===== src/hdl/rghs_pkg.sv =====
`default_nettype none
// ----------------------------------------------------------------------------
// rghs_pkg: shared types and constants of the rate-gated height smoother
// Payload structs, configuration struct, controller command/status structs,
// verdict codes, register indexes and fixed-point constants.
// ----------------------------------------------------------------------------
package rghs_pkg;

  // Widths of the reading and of heights in sixteenths of a mm
  localparam int RAW_W  = 16;
  localparam int FRAC_W = 4;
  localparam int H_W    = RAW_W + FRAC_W;

  // Moving-average window
  localparam int WINDOW_LEN = 5;
  localparam int SLOT_W     = $clog2(WINDOW_LEN);
  localparam int TOTAL_W    = H_W + $clog2(WINDOW_LEN);

  // Mean by reciprocal: q = (n * RECIP) >> TOTAL_W, low by at most one
  localparam logic [TOTAL_W-1:0] RECIP    = TOTAL_W'((64'd1 << TOTAL_W) / WINDOW_LEN);
  localparam logic [TOTAL_W-1:0] WIN_N    = TOTAL_W'(WINDOW_LEN);
  localparam logic [TOTAL_W-1:0] WIN_HALF = TOTAL_W'(WINDOW_LEN / 2);

  // Blend in 1/65536 units
  localparam int W_W        = 16;
  localparam int PROD_W     = H_W + W_W;
  localparam int BLEND_FRAC = W_W;
  localparam logic [PROD_W:0] BLEND_ROUND = (PROD_W + 1)'(1) << (BLEND_FRAC - 1);

  // Verdict codes
  localparam logic [2:0] VERDICT_OK      = 3'd0;
  localparam logic [2:0] VERDICT_RANGE   = 3'd1;
  localparam logic [2:0] VERDICT_DROP    = 3'd2;
  localparam logic [2:0] VERDICT_RISE    = 3'd3;
  localparam logic [2:0] VERDICT_RUNAWAY = 3'd4;

  // Configuration register map
  localparam int ADDR_W = 5;
  localparam logic [2:0] REG_MAX_HEIGHT   = 3'd0;
  localparam logic [2:0] REG_MAX_DROP     = 3'd1;
  localparam logic [2:0] REG_MAX_RISE     = 3'd2;
  localparam logic [2:0] REG_RUNAWAY_RISE = 3'd3;
  localparam logic [2:0] REG_RUNAWAY_OUT  = 3'd4;
  localparam logic [2:0] REG_BLEND_ONSET  = 3'd5;
  localparam logic [2:0] REG_BLEND_STEP   = 3'd6;
  localparam logic [2:0] REG_BLEND_WEIGHT = 3'd7;

  typedef struct packed {
    logic [7:0] height_high;
    logic [7:0] height_low;
  } in_t;

  typedef struct packed {
    logic [H_W-1:0]   filtered_height;
    logic [RAW_W-1:0] raw_height_mm;
    logic [2:0]       verdict;
  } out_t;

  typedef struct packed {
    logic [15:0] max_height_mm;
    logic [15:0] max_drop_mm;
    logic [15:0] max_rise_mm;
    logic [15:0] runaway_rise_mm;
    logic [15:0] runaway_output_mm;
    logic [15:0] blend_onset_mm;
    logic [15:0] blend_step_mm;
    logic [15:0] blend_weight;
  } cfg_t;

  // Controller to datapath
  typedef struct packed {
    logic latch;     // take the input transaction
    logic check;     // register blend decision and blend product
    logic blend;     // form the sample value, update last accepted
    logic update;    // write the window and the running total
    logic mul;       // reciprocal multiply of the rounded total
    logic finish;    // store the mean and load the result register
    logic load_rej;  // load a rejected result
  } cmd_t;

  // Datapath to controller
  typedef struct packed {
    logic reject;
  } sts_t;

endpackage
`default_nettype wire


===== src/hdl/rghs_regs.sv =====
`default_nettype none
// ----------------------------------------------------------------------------
// rghs_regs: configuration register file
// Eight 16-bit registers on an APB-style port, one per word address.
// ----------------------------------------------------------------------------
module rghs_regs import rghs_pkg::*; (
  input  logic              clk_i,
  input  logic              rst_ni,
  input  logic              psel,
  input  logic              penable,
  input  logic              pwrite,
  input  logic [ADDR_W-1:0] paddr,
  input  logic [31:0]       pwdata,
  output logic [31:0]       prdata,
  output logic              pready,
  output cfg_t              cfg_o
);

  cfg_t       cfg_q;
  logic [2:0] idx;
  logic [15:0] rd_val;

  assign idx    = paddr[ADDR_W-1:2];
  assign pready = 1'b1;

  // Write on the access phase
  always_ff @(posedge clk_i or negedge rst_ni) begin
    if (!rst_ni) begin
      cfg_q.max_height_mm     <= 16'd2500;
      cfg_q.max_drop_mm       <= 16'd400;
      cfg_q.max_rise_mm       <= 16'd400;
      cfg_q.runaway_rise_mm   <= 16'd600;
      cfg_q.runaway_output_mm <= 16'd3000;
      cfg_q.blend_onset_mm    <= 16'd600;
      cfg_q.blend_step_mm     <= 16'd40;
      cfg_q.blend_weight      <= 16'd3277;
    end else if (psel && penable && pwrite) begin
      case (idx)
        REG_MAX_HEIGHT:   cfg_q.max_height_mm     <= pwdata[15:0];
        REG_MAX_DROP:     cfg_q.max_drop_mm       <= pwdata[15:0];
        REG_MAX_RISE:     cfg_q.max_rise_mm       <= pwdata[15:0];
        REG_RUNAWAY_RISE: cfg_q.runaway_rise_mm   <= pwdata[15:0];
        REG_RUNAWAY_OUT:  cfg_q.runaway_output_mm <= pwdata[15:0];
        REG_BLEND_ONSET:  cfg_q.blend_onset_mm    <= pwdata[15:0];
        REG_BLEND_STEP:   cfg_q.blend_step_mm     <= pwdata[15:0];
        REG_BLEND_WEIGHT: cfg_q.blend_weight      <= pwdata[15:0];
        default: ;
      endcase
    end
  end

  // Read mux
  always_comb begin
    case (idx)
      REG_MAX_HEIGHT:   rd_val = cfg_q.max_height_mm;
      REG_MAX_DROP:     rd_val = cfg_q.max_drop_mm;
      REG_MAX_RISE:     rd_val = cfg_q.max_rise_mm;
      REG_RUNAWAY_RISE: rd_val = cfg_q.runaway_rise_mm;
      REG_RUNAWAY_OUT:  rd_val = cfg_q.runaway_output_mm;
      REG_BLEND_ONSET:  rd_val = cfg_q.blend_onset_mm;
      REG_BLEND_STEP:   rd_val = cfg_q.blend_step_mm;
      REG_BLEND_WEIGHT: rd_val = cfg_q.blend_weight;
      default:          rd_val = 16'd0;
    endcase
  end

  assign prdata = {16'd0, rd_val};
  assign cfg_o  = cfg_q;

endmodule
`default_nettype wire


===== src/hdl/rghs_ctrl.sv =====
`default_nettype none
// ----------------------------------------------------------------------------
// rghs_ctrl: sequencing controller
// Steps one transaction through check, blend, window update, multiply and
// correction, and owns the input stall and the result valid flag.
// ----------------------------------------------------------------------------
module rghs_ctrl import rghs_pkg::*; (
  input  logic clk_i,
  input  logic rst_ni,
  input  logic in_valid_i,
  output logic in_stall_o,
  output logic out_valid_o,
  input  logic out_stall_i,
  input  sts_t sts_i,
  output cmd_t cmd_o
);

  typedef enum logic [5:0] {
    S_IDLE   = 6'b000001,
    S_CHECK  = 6'b000010,
    S_BLEND  = 6'b000100,
    S_UPDATE = 6'b001000,
    S_MUL    = 6'b010000,
    S_CORR   = 6'b100000
  } state_e;

  state_e state_q, state_d;
  logic   out_valid_q, out_valid_d;
  logic   out_free;
  logic   load;

  // Result register can take a new value
  assign out_free = !out_valid_q || !out_stall_i;

  // Next state
  always_comb begin
    state_d = state_q;
    case (state_q)
      S_IDLE: begin
        if (in_valid_i) state_d = S_CHECK;
      end
      S_CHECK: begin
        if (!sts_i.reject) state_d = S_BLEND;
        else if (out_free) state_d = S_IDLE;
      end
      S_BLEND:  state_d = S_UPDATE;
      S_UPDATE: state_d = S_MUL;
      S_MUL:    state_d = S_CORR;
      S_CORR: begin
        if (out_free) state_d = S_IDLE;
      end
      default:  state_d = S_IDLE;
    endcase
  end

  // Datapath commands
  always_comb begin
    cmd_o.latch    = (state_q == S_IDLE) && in_valid_i;
    cmd_o.check    = (state_q == S_CHECK);
    cmd_o.blend    = (state_q == S_BLEND);
    cmd_o.update   = (state_q == S_UPDATE);
    cmd_o.mul      = (state_q == S_MUL);
    cmd_o.finish   = (state_q == S_CORR) && out_free;
    cmd_o.load_rej = (state_q == S_CHECK) && sts_i.reject && out_free;
  end

  assign load = cmd_o.finish || cmd_o.load_rej;

  // Hold valid until the receiver takes the result
  always_comb begin
    out_valid_d = out_valid_q;
    if (load) out_valid_d = 1'b1;
    else if (!out_stall_i) out_valid_d = 1'b0;
  end

  always_ff @(posedge clk_i or negedge rst_ni) begin
    if (!rst_ni) begin
      state_q     <= S_IDLE;
      out_valid_q <= 1'b0;
    end else begin
      state_q     <= state_d;
      out_valid_q <= out_valid_d;
    end
  end

  assign in_stall_o  = (state_q != S_IDLE);
  assign out_valid_o = out_valid_q;

`ifndef SYNTHESIS
  a_accept_to_check: assert property (@(posedge clk_i) disable iff (!rst_ni)
    in_valid_i && !in_stall_o |=> state_q == S_CHECK)
    else $error("accepted transaction did not enter check");

  a_reject_no_blend: assert property (@(posedge clk_i) disable iff (!rst_ni)
    state_q == S_CHECK && sts_i.reject |=> state_q != S_BLEND)
    else $error("rejected reading went on to blend");

  a_rise_source: assert property (@(posedge clk_i) disable iff (!rst_ni)
    $rose(out_valid_q) |-> ($past(state_q) == S_CHECK || $past(state_q) == S_CORR))
    else $error("result valid rose outside check or correction");

  a_no_overwrite: assert property (@(posedge clk_i) disable iff (!rst_ni)
    out_valid_q && out_stall_i && !load |=> out_valid_q)
    else $error("stalled result dropped");
`endif

endmodule
`default_nettype wire


===== src/hdl/rghs_dp.sv =====
`default_nettype none
// ----------------------------------------------------------------------------
// rghs_dp: filter datapath
// Outlier tests, blend multiply, five-sample ring with running total,
// reciprocal-multiply mean and the result register.
// ----------------------------------------------------------------------------
module rghs_dp import rghs_pkg::*; (
  input  logic clk_i,
  input  logic rst_ni,
  input  cfg_t cfg_i,
  input  in_t  in_data_i,
  input  cmd_t cmd_i,
  output sts_t sts_o,
  output out_t out_data_o
);

  // Filter state
  logic [H_W-1:0]     lf_q;
  logic [H_W-1:0]     la_q;
  logic [TOTAL_W-1:0] total_q;
  logic [SLOT_W-1:0]  slot_q;
  logic [H_W-1:0]     samples_q [WINDOW_LEN];

  // Per-transaction working registers
  logic [RAW_W-1:0]     raw_q;
  logic                 do_blend_q;
  logic [PROD_W-1:0]    prod_q;
  logic [H_W-1:0]       hv_q;
  logic [2*TOTAL_W-1:0] mprod_q;
  out_t                 out_q;

  logic [H_W-1:0]     h_c, up_c, dn_c, step_c, rej_val_c, hv_c, mean_c;
  logic [2:0]         verdict_c;
  logic               blend_c;
  logic [PROD_W:0]    blend_sum_c;
  logic [TOTAL_W-1:0] total_d, n_c, q_c, rem_c, q_fix_c;

  assign h_c    = {raw_q, {FRAC_W{1'b0}}};
  assign up_c   = h_c - lf_q;
  assign dn_c   = lf_q - h_c;
  assign step_c = h_c - la_q;

  // Outlier tests in priority order
  always_comb begin
    verdict_c = VERDICT_OK;
    rej_val_c = lf_q;
    if (raw_q > cfg_i.max_height_mm) begin
      verdict_c = VERDICT_RANGE;
    end else if (h_c < lf_q && dn_c > {cfg_i.max_drop_mm, {FRAC_W{1'b0}}}) begin
      verdict_c = VERDICT_DROP;
    end else if (h_c > lf_q && up_c > {cfg_i.max_rise_mm, {FRAC_W{1'b0}}}) begin
      if (up_c > {cfg_i.runaway_rise_mm, {FRAC_W{1'b0}}}) begin
        verdict_c = VERDICT_RUNAWAY;
        rej_val_c = {cfg_i.runaway_output_mm, {FRAC_W{1'b0}}};
      end else begin
        verdict_c = VERDICT_RISE;
      end
    end
  end

  // Blend only a sharp step up above the onset height
  assign blend_c = (h_c > {cfg_i.blend_onset_mm, {FRAC_W{1'b0}}}) && (h_c > la_q) &&
                   (step_c > {cfg_i.blend_step_mm, {FRAC_W{1'b0}}});

  assign sts_o.reject = (verdict_c != VERDICT_OK);

  // prev + (h - prev) * w / 65536, rounded half up
  assign blend_sum_c = {1'b0, la_q, {BLEND_FRAC{1'b0}}} + {1'b0, prod_q} + BLEND_ROUND;
  assign hv_c = do_blend_q ? blend_sum_c[PROD_W-1:BLEND_FRAC] : h_c;

  // Replace the oldest sample in the running total
  assign total_d = total_q - TOTAL_W'(samples_q[slot_q]) + TOTAL_W'(hv_q);

  // Mean correction: estimate is low by at most one
  assign n_c     = total_q + WIN_HALF;
  assign q_c     = mprod_q[2*TOTAL_W-1:TOTAL_W];
  assign rem_c   = n_c - q_c * WIN_N;
  assign q_fix_c = (rem_c >= WIN_N) ? q_c + TOTAL_W'(1) : q_c;
  assign mean_c  = q_fix_c[H_W-1:0];

  // Working registers, no reset needed
  always_ff @(posedge clk_i) begin
    if (cmd_i.latch) raw_q <= {in_data_i.height_high, in_data_i.height_low};
    if (cmd_i.check) begin
      do_blend_q <= blend_c;
      prod_q     <= step_c * cfg_i.blend_weight;
    end
    if (cmd_i.blend) hv_q <= hv_c;
    if (cmd_i.mul)   mprod_q <= n_c * RECIP;
    if (cmd_i.load_rej) begin
      out_q.filtered_height <= rej_val_c;
      out_q.raw_height_mm   <= raw_q;
      out_q.verdict         <= verdict_c;
    end else if (cmd_i.finish) begin
      out_q.filtered_height <= mean_c;
      out_q.raw_height_mm   <= raw_q;
      out_q.verdict         <= VERDICT_OK;
    end
  end

  // Filter state, cleared at reset
  always_ff @(posedge clk_i or negedge rst_ni) begin
    if (!rst_ni) begin
      lf_q    <= '0;
      la_q    <= '0;
      total_q <= '0;
      slot_q  <= '0;
      for (int i = 0; i < WINDOW_LEN; i++) begin
        samples_q[i] <= '0;
      end
    end else begin
      if (cmd_i.blend) la_q <= hv_c;
      if (cmd_i.update) begin
        total_q           <= total_d;
        samples_q[slot_q] <= hv_q;
        if (slot_q == SLOT_W'(WINDOW_LEN - 1)) slot_q <= '0;
        else slot_q <= slot_q + SLOT_W'(1);
      end
      if (cmd_i.finish) lf_q <= mean_c;
    end
  end

  assign out_data_o = out_q;

endmodule
`default_nettype wire


===== src/hdl/rate_gated_height_smoother_core.sv =====
`default_nettype none
// ----------------------------------------------------------------------------
// rate_gated_height_smoother_core: outlier-rejecting height smoother
// Rejects out-of-range and jumping ultrasonic readings, blends sharp steps
// and reports the rounded mean of a five-sample window in 1/16 mm.
// ----------------------------------------------------------------------------
// Usage:
//   Input channel: in_valid_i / in_stall_o with in_data_i carrying the high
//   and low bytes of one reading in mm. One transaction gives exactly one
//   result on out_valid_o / out_stall_i with out_data_o (filtered height,
//   raw reading, verdict).
//   A rejected reading loads its result in the check state, an accepted
//   reading after check, blend, window update, reciprocal multiply and
//   correction. The controller works on one reading at a time, so the
//   input is taken again in the cycle after the result is loaded. The
//   result sits in an output register, so a new reading is accepted
//   while an earlier result waits; if the receiver stalls, the next result
//   is held inside and in_stall_o stays high until the register frees.
//   Reset clears the window, the running total, the last filtered and last
//   accepted heights, and loads the register defaults. Registers are to be
//   written through the APB port only while no transaction is in flight;
//   the block itself does not enforce this.
// ----------------------------------------------------------------------------
module rate_gated_height_smoother_core import rghs_pkg::*; (
  input  logic              clk_i,
  input  logic              rst_ni,
  input  logic              in_valid_i,
  output logic              in_stall_o,
  input  in_t               in_data_i,
  output logic              out_valid_o,
  input  logic              out_stall_i,
  output out_t              out_data_o,
  input  logic              psel,
  input  logic              penable,
  input  logic              pwrite,
  input  logic [ADDR_W-1:0] paddr,
  input  logic [31:0]       pwdata,
  output logic [31:0]       prdata,
  output logic              pready
);

  cfg_t cfg;
  cmd_t cmd;
  sts_t sts;

  // Configuration registers
  rghs_regs u_regs (
    .clk_i   (clk_i),
    .rst_ni  (rst_ni),
    .psel    (psel),
    .penable (penable),
    .pwrite  (pwrite),
    .paddr   (paddr),
    .pwdata  (pwdata),
    .prdata  (prdata),
    .pready  (pready),
    .cfg_o   (cfg)
  );

  // Sequencer
  rghs_ctrl u_ctrl (
    .clk_i       (clk_i),
    .rst_ni      (rst_ni),
    .in_valid_i  (in_valid_i),
    .in_stall_o  (in_stall_o),
    .out_valid_o (out_valid_o),
    .out_stall_i (out_stall_i),
    .sts_i       (sts),
    .cmd_o       (cmd)
  );

  // Filter datapath
  rghs_dp u_dp (
    .clk_i      (clk_i),
    .rst_ni     (rst_ni),
    .cfg_i      (cfg),
    .in_data_i  (in_data_i),
    .cmd_i      (cmd),
    .sts_o      (sts),
    .out_data_o (out_data_o)
  );

endmodule
`default_nettype wire

===== config.mk =====
export PLATFORM = sky130hd
export DESIGN_NAME = rate_gated_height_smoother_core
export DESIGN_NICKNAME = d
export VERILOG_FILES = /design/src/hdl/rghs_pkg.sv /design/src/hdl/rghs_regs.sv /design/src/hdl/rghs_ctrl.sv /design/src/hdl/rghs_dp.sv /design/src/hdl/rate_gated_height_smoother_core.sv
export SDC_FILE = /design/constraint.sdc
export NUM_CORES = 2
export LEC_CHECK = 0
export ABC_AREA = 1
export BUFFER_PORTS_ARGS = -buffer_cell sky130_fd_sc_hd__buf_2
export CELL_PAD_IN_SITES_DETAIL_PLACEMENT = 1
export CELL_PAD_IN_SITES_GLOBAL_PLACEMENT = 1
export CORE_MARGIN = 4
export CORE_UTILIZATION = 45
export DETAILED_ROUTE_END_ITERATION = 12
export GPL_ROUTABILITY_DRIVEN = 0
export HOLD_SLACK_MARGIN = 0.02
export PLACE_DENSITY_LB_ADDON = 0.1
export SLEW_MARGIN = 30
export SYNTH_ARGS = -nofsm -noshare
export SYNTH_HDL_FRONTEND = slang
export SYNTH_SLANG_ARGS = --single-unit

===== constraint.sdc =====
create_clock -name clk_i -period 8.2 [get_ports clk_i]
set_clock_uncertainty 0.2 [all_clocks]
set_input_delay 0.41 -clock clk_i [delete_from_list [all_inputs] [get_ports clk_i]]
set_output_delay 0.41 -clock clk_i [all_outputs]
set_load 0.01 [all_outputs]

# --- Word-level counts from Yosys, hierarchy flattened ---
# Cells that the tools add are included.
classes:
  add_sub_neg: 11
  multipliers: 3
  n_lt_le_gt_ge: 12
  eq_ne: 17
  muxes: 26
  bitwise: 1
  reduce_logical: 26
ops:
  columns: ["cell", "count"]
  rows:
  - ["2-to-1 mux 20 bit", 9]
  - ["> comparator 20 bit", 7]
  - ["case mux 16 bit (8 select lines)", 1]
  - ["bitwise mux 100 bit", 1]
  - ["2-to-1 mux 39 bit", 2]
  - ["binary-select mux 20 bit (select 3 bit)", 1]
  - ["demux 20 bit (select 3 bit)", 1]
  - ["subtractor 20 bit", 3]
  - ["multiplier 23 x 21 -> 44 bit (second input constant)", 1]
  - ["adder 36 x 16 -> 36 bit (second input constant)", 1]
  - ["adder 36 bit", 1]
  - ["multiplier 20 x 16 -> 36 bit", 1]
  - ["case mux 6 bit (6 select lines)", 1]
  - ["adder 23 x 2 -> 23 bit (second input constant)", 1]
  - ["adder 23 x 20 -> 23 bit", 1]
  - ["greater-or-equal comparator 23 x 3 -> 1 bit (second input constant)", 1]
  - ["multiplier 21 x 3 -> 23 bit (second input constant)", 1]
  - ["subtractor 23 x 20 -> 23 bit", 1]
  - ["subtractor 23 bit", 1]
  - ["adder 20 x 1 -> 20 bit (second input constant)", 1]
  - ["less-than comparator 20 bit", 1]
  - ["2-to-1 mux 6 bit", 3]
  - ["> comparator 16 bit", 1]
  - ["AND reduction 2 bit", 8]
  - ["other kinds (24)", 46]
word_totals:
  regBits: 457
  input_bits: 60
  out_inout_bits: 74
  word_cells: 123

# --- Longest topological paths before layout ---
depth:
  word_depth: 11
  ltp_mapped: 41
  ltp_nobuf: 39

# --- Modules after synthesis ---
# Synthesis repeated with hierarchy kept, for this count alone.
hier_totals:
  hier_cells: 5911
  hier_area_um2: 47700.7
modules_own_cells:
  columns: ["mod", "n_inst", "cells_each", "area_each_um2", "seq_area_each_um2"]
  rows:
  - ["rghs_dp", 1, 5112, 40815.4, 7697.4]
  - ["rghs_regs", 1, 738, 6451.2, 3246.9]
  - ["rghs_ctrl", 1, 61, 434.2, 176.4]

# --- Least setup slack after synthesis ---
# OpenSTA, ideal clock, no wires.
synth_timing:
  kind: "register to register"
  from: "register u_dp.total_q[2]"
  to: "register u_dp.mprod_q[40] (data pin)"
  setup_time_ns: 0.260
  arrival_time_ns: 6.824
  required_time_ns: 7.740
  path_slack_ns: 0.917
  stages_incl_launch_ff: 37
  path_buffers: 0
  period_less_slack_ns: 7.283
  path_cell_list: "dfrtp_1 ha_1 nand3_1 nor2_1 nand2_1 inv_2 nand4_1 nor3_2 nand3_1 nor3_1 xor2_1 inv_1 ha_1 inv_1 fa_1 inv_1 ha_1 inv_1 fa_1 inv_1 fa_1 inv_1 fa_1 inv_1 ha_1 ha_1 nand2_1 nor2_1 nand2_1 nor4b_1 a21oi_1 o21ai_0 nand2_1 nand2_1 nand2_1 nand2_1 xor2_1"
synth_via:
  elab_chain_cells: 2
synth_rtl:
  columns: ["item", "line", "source"]
  rows:
  - ["start: declaration", "rghs_dp.sv:20", "logic [TOTAL_W-1:0] total_q;"]
  - ["start signal: assignment", "rghs_dp.sv:114", "total_q <= total_d;"]
  - ["adder 23 x 2 -> 23 bit", "rghs_dp.sv:75", "assign n_c = total_q + WIN_HALF;"]
  - ["multiplier 23 x 21 -> 44 bit", "rghs_dp.sv:89", "if (cmd_i.mul) mprod_q <= n_c * RECIP;"]
  - ["end signal: assignment", "rghs_dp.sv:89", null]
  - ["end: declaration", "rghs_dp.sv:29", "logic [2*TOTAL_W-1:0] mprod_q;"]
# Every way passes these cells.
# A chain may end at the register's enable or synchronous reset.

# --- Final worst setup path ---
layout_timing:
  from: "register u_dp.raw_q[12]"
  to: "register u_dp.prod_q[35] (data pin)"
layout_via:
  elab_chain_cells: 2
layout_rtl:
  columns: ["item", "line", "source"]
  rows:
  - ["start: declaration", "rghs_dp.sv:25", "logic [RAW_W-1:0] raw_q;"]
  - ["start signal: assignment", "rghs_dp.sv:83", "if (cmd_i.latch) raw_q <= {in_data_i.height_high, in_data_i.height_low};"]
  - ["subtractor 20 bit", "rghs_dp.sv:41", "assign step_c = h_c - la_q;"]
  - ["multiplier 20 x 16 -> 36 bit", "rghs_dp.sv:86", "prod_q <= step_c * cfg_i.blend_weight;"]
  - ["end signal: assignment", "rghs_dp.sv:86", null]
  - ["end: declaration", "rghs_dp.sv:27", "logic [PROD_W-1:0] prod_q;"]
# Every way passes these cells.

==> impl_metrics.csv <==
group,metric,value,unit
place,place_inst,7202,
job,maxCapViolCount,0,
route,drc,0,
worst_setup_path,crit_fanout,6,
route,routedWlPerCell,21.99,um
route,drt_iter0_markers,2602,
clock_tree,cts_root_buf,"clkbuf_16",
place,hpwl,131.5,mm
route,vias_per_cell,5.408,
global_route,grt_max_degree,162,
yosys,yosysWarningCount,0,
final_layout,final_common_cell,"nand2_1",
floorplanning,coreArea,102300,um^2
final_layout,drive_gt1_share,7.411,%
floorplanning,start_util,45.59,%
route,dr.pass1.iters,6,
final_layout,final_core_util,50.17,%
yosys,synth_edf_count,118,
clock_tree,clk_latency,0.66,ns
worst_setup_path,cp_slowest_cell,"fa_1",
floorplanning,dieWidth,330.0,um
yosys,syn_area,46650,um^2
floorplanning,rows,117,
yosys,synth_compound_area_share,10.09,%
timing,tightest_slew,0.9099,ns
worst_setup_path,cp-start-kind,"register",
floorplanning,die-area,108900,um^2
timing,setup_viol,0,
final_layout,fin_nets,7003,
place,io_buffer_count,98,
worst_setup_path,crit_path_frequent_cell,"fa_1",
floorplanning,fp.dieH,330.0,um
clock_tree,cts_buffer_depth,3,
clock_tree,cts_sinks,419,
outcome,status,"complete, no violations",
clock_tree,numCtsBuffers,52,
timing,slew_headroom,39.01,%
worst_setup_path,crit_path_max_incr_delay,0.56,ns
timing,finalMaxSlewViolations,0,
route,via_count,39740,
global_route,grt_pass1_vias,42480,
route,drtAntennaViolNets,0,
clock_tree,path_clk_slew,0.06,ns
yosys,syn_inst,5778,
place,dp_slack,0.1098,ns
timing,finalHoldViolations,0,
timing,fmax,127.6,MHz
global_route,track_usage,30.12,%
clock_tree,cts_tree,"yes",
worst_setup_path,arrival,8.01,ns
final_layout,final_cell_count_no_fill,7348,
clock_tree,htreeDepth,2,
timing,layout_setup_ws,0.3601,ns
final_layout,syn_to_final_growth,10.06,%
final_layout,layout_common_cells,"nand2_1 (1,272), inv_1 (1,169), ha_1 (547)",
global_route,grt_pass1_wl,251.5,mm
floorplanning,num_io_pins,134,
yosys,yosys.area_share.simple,17.59,%
yosys,synth-async-reset-ratio,71.84,%
timing,min_period,7.840,ns
yosys,synthXorXnorAreaFrac,2.838,%
timing,fin_crit_sh,95.61,%
worst_setup_path,endpoint_kind,"register",
global_route,overflow,0,
yosys,synthFlopType,"dfrtp_1",
yosys,synthAdderAreaFrac,34.41,%
worst_hold_path,worstHoldPathType,"in2reg",
yosys,ys_types,60,
yosys,seq_area_frac_synth,23.84,%
yosys,synth_top_family_by_area,"adder cells",
yosys,synth_seq_cells,419,
worst_setup_path,crit_required,8.37,ns
yosys,syn_area_per_cell,8.073,um^2
route,routed_wl,161.6,mm
global_route,antenna_found_initial,5,
yosys,muxShareOfSynthArea,0,%
timing,tns,0,ns
worst_setup_path,critPathKind,"reg2reg",
-- sequential cells by signal, summed over array words and instances, names as in the netlist, 21 cells and up --
name	flops
u_dp.samples_q	100
u_regs.cfg_o	128
u_dp.prod_q	21
u_dp.mprod_q	21
u_dp.total_q	23
u_dp.out_data_o	39
-- per-stage QoR --
step / instance area (um^2) / hold slack (ns)
floorplan: 46700 / -0.08559
global route: 51340 / 0.1004
CTS: 51060 / 0.07186
finish: 51340 / 0.1398
global placement: 49010 / 0.2317
detailed placement: 49020 / 0.2309
-- path summary, 6_finish.rpt --
check	startpoint	endpoint	slack (ns)	cells past startpoint
worst max-delay path	u_dp.raw_q[12]$_DFFE_PP_	u_dp.prod_q[35]$_DFFE_PP_	0.36	28
worst min-delay path	out_stall_i	u_ctrl.state_q[5]$_DFFE_PN0P_	0.14	3
worst max register to register	u_dp.raw_q[12]$_DFFE_PP_	u_dp.prod_q[35]$_DFFE_PP_	0.36	28
worst min register to register	u_regs.cfg_o[108]$_DFFE_PN0P_	u_regs.cfg_o[108]$_DFFE_PN0P_	0.28	2
max in group asynchronous	rst_ni	u_regs.cfg_o[97]$_DFFE_PN0P_	6.21	4
min in group asynchronous	rst_ni	u_dp.total_q[7]$_DFFE_PN0P_	0.20	2
-- critical path, delay by kind of cell (launching register included) --
kind	cells	cell delay, ns
xor gates and xnor gates	1	0.12
and+or+nand+nor	8	1.41
DFF	1	0.51
buffers and inverters	5	0.48
AOI/OAI and AO/OA	6	0.95
adders and majority gates	8	3.85
-- Yosys cell counts (17+ instances only) --
cell,instances,area (um^2)
nand2_1,1279,4801
inv_1,1174,4407
ha_1,550,6882
fa_1,458,9169
o21ai_0,401,2007
nor2_1,368,1381
dfrtp_1,265,6631
a21oi_1,253,1266
nand3_1,130,650.6
edfxtp_1,118,3543
xor2_1,112,980.9
clkbuf_1,111,416.7
nand4_1,89,556.8
nor3_1,45,225.2
dfstp_2,36,945.9
xnor2_1,36,315.3
o22ai_1,35,219.0
a31oi_1,25,156.4
o211ai_1,24,180.2
a221oi_1,22,192.7
a22oi_1,20,150.1
buf_2,20,100.1
buf_4,18,135.1
or2_2,17,106.4
-- cells by family after synthesis --
logic type,after synthesis
AO/OA/AOI/OAI,850
XOR/XNOR,149
adder cells (fa/ha/maj),1008
buffers and inverters,1359
flip-flops,419
other,2
AND/OR/NAND/NOR,1991
-- layer usage --
metal | vias up | share of wire (%) | GRT usage, %
li1 | 18530 | - | -
met4 | 0 | 3.5 | 9.130
met2 | 996 | 46 | 49.91
met1 | 19960 | 45 | 41.40
met3 | 245 | 5.3 | 3.835
met5 | - | 0 | 0
-- area by class of cell --
class	count	area, um^2
tap	1368	1712
sequential	419	11120
inverter	1199	4512
clock inverter	30	267.8
clock buffer	67	1429
antenna	2	5.005
fill	12470	50990
multi-input combinational	4015	30530
timing repair buffer	248	1760
-- repair_timing --
item / CTS / global route
resized for setup: 0 / 34
buffers inserted: 0 / 12
endpoints found under the setup margin: 0 / 28
endpoints found under the hold margin: 150 / 0
hold buffers: 34 / 0
Power is not shown: default switching activity piles up to over one toggle a cycle in this logic, so the estimate is an artifact.
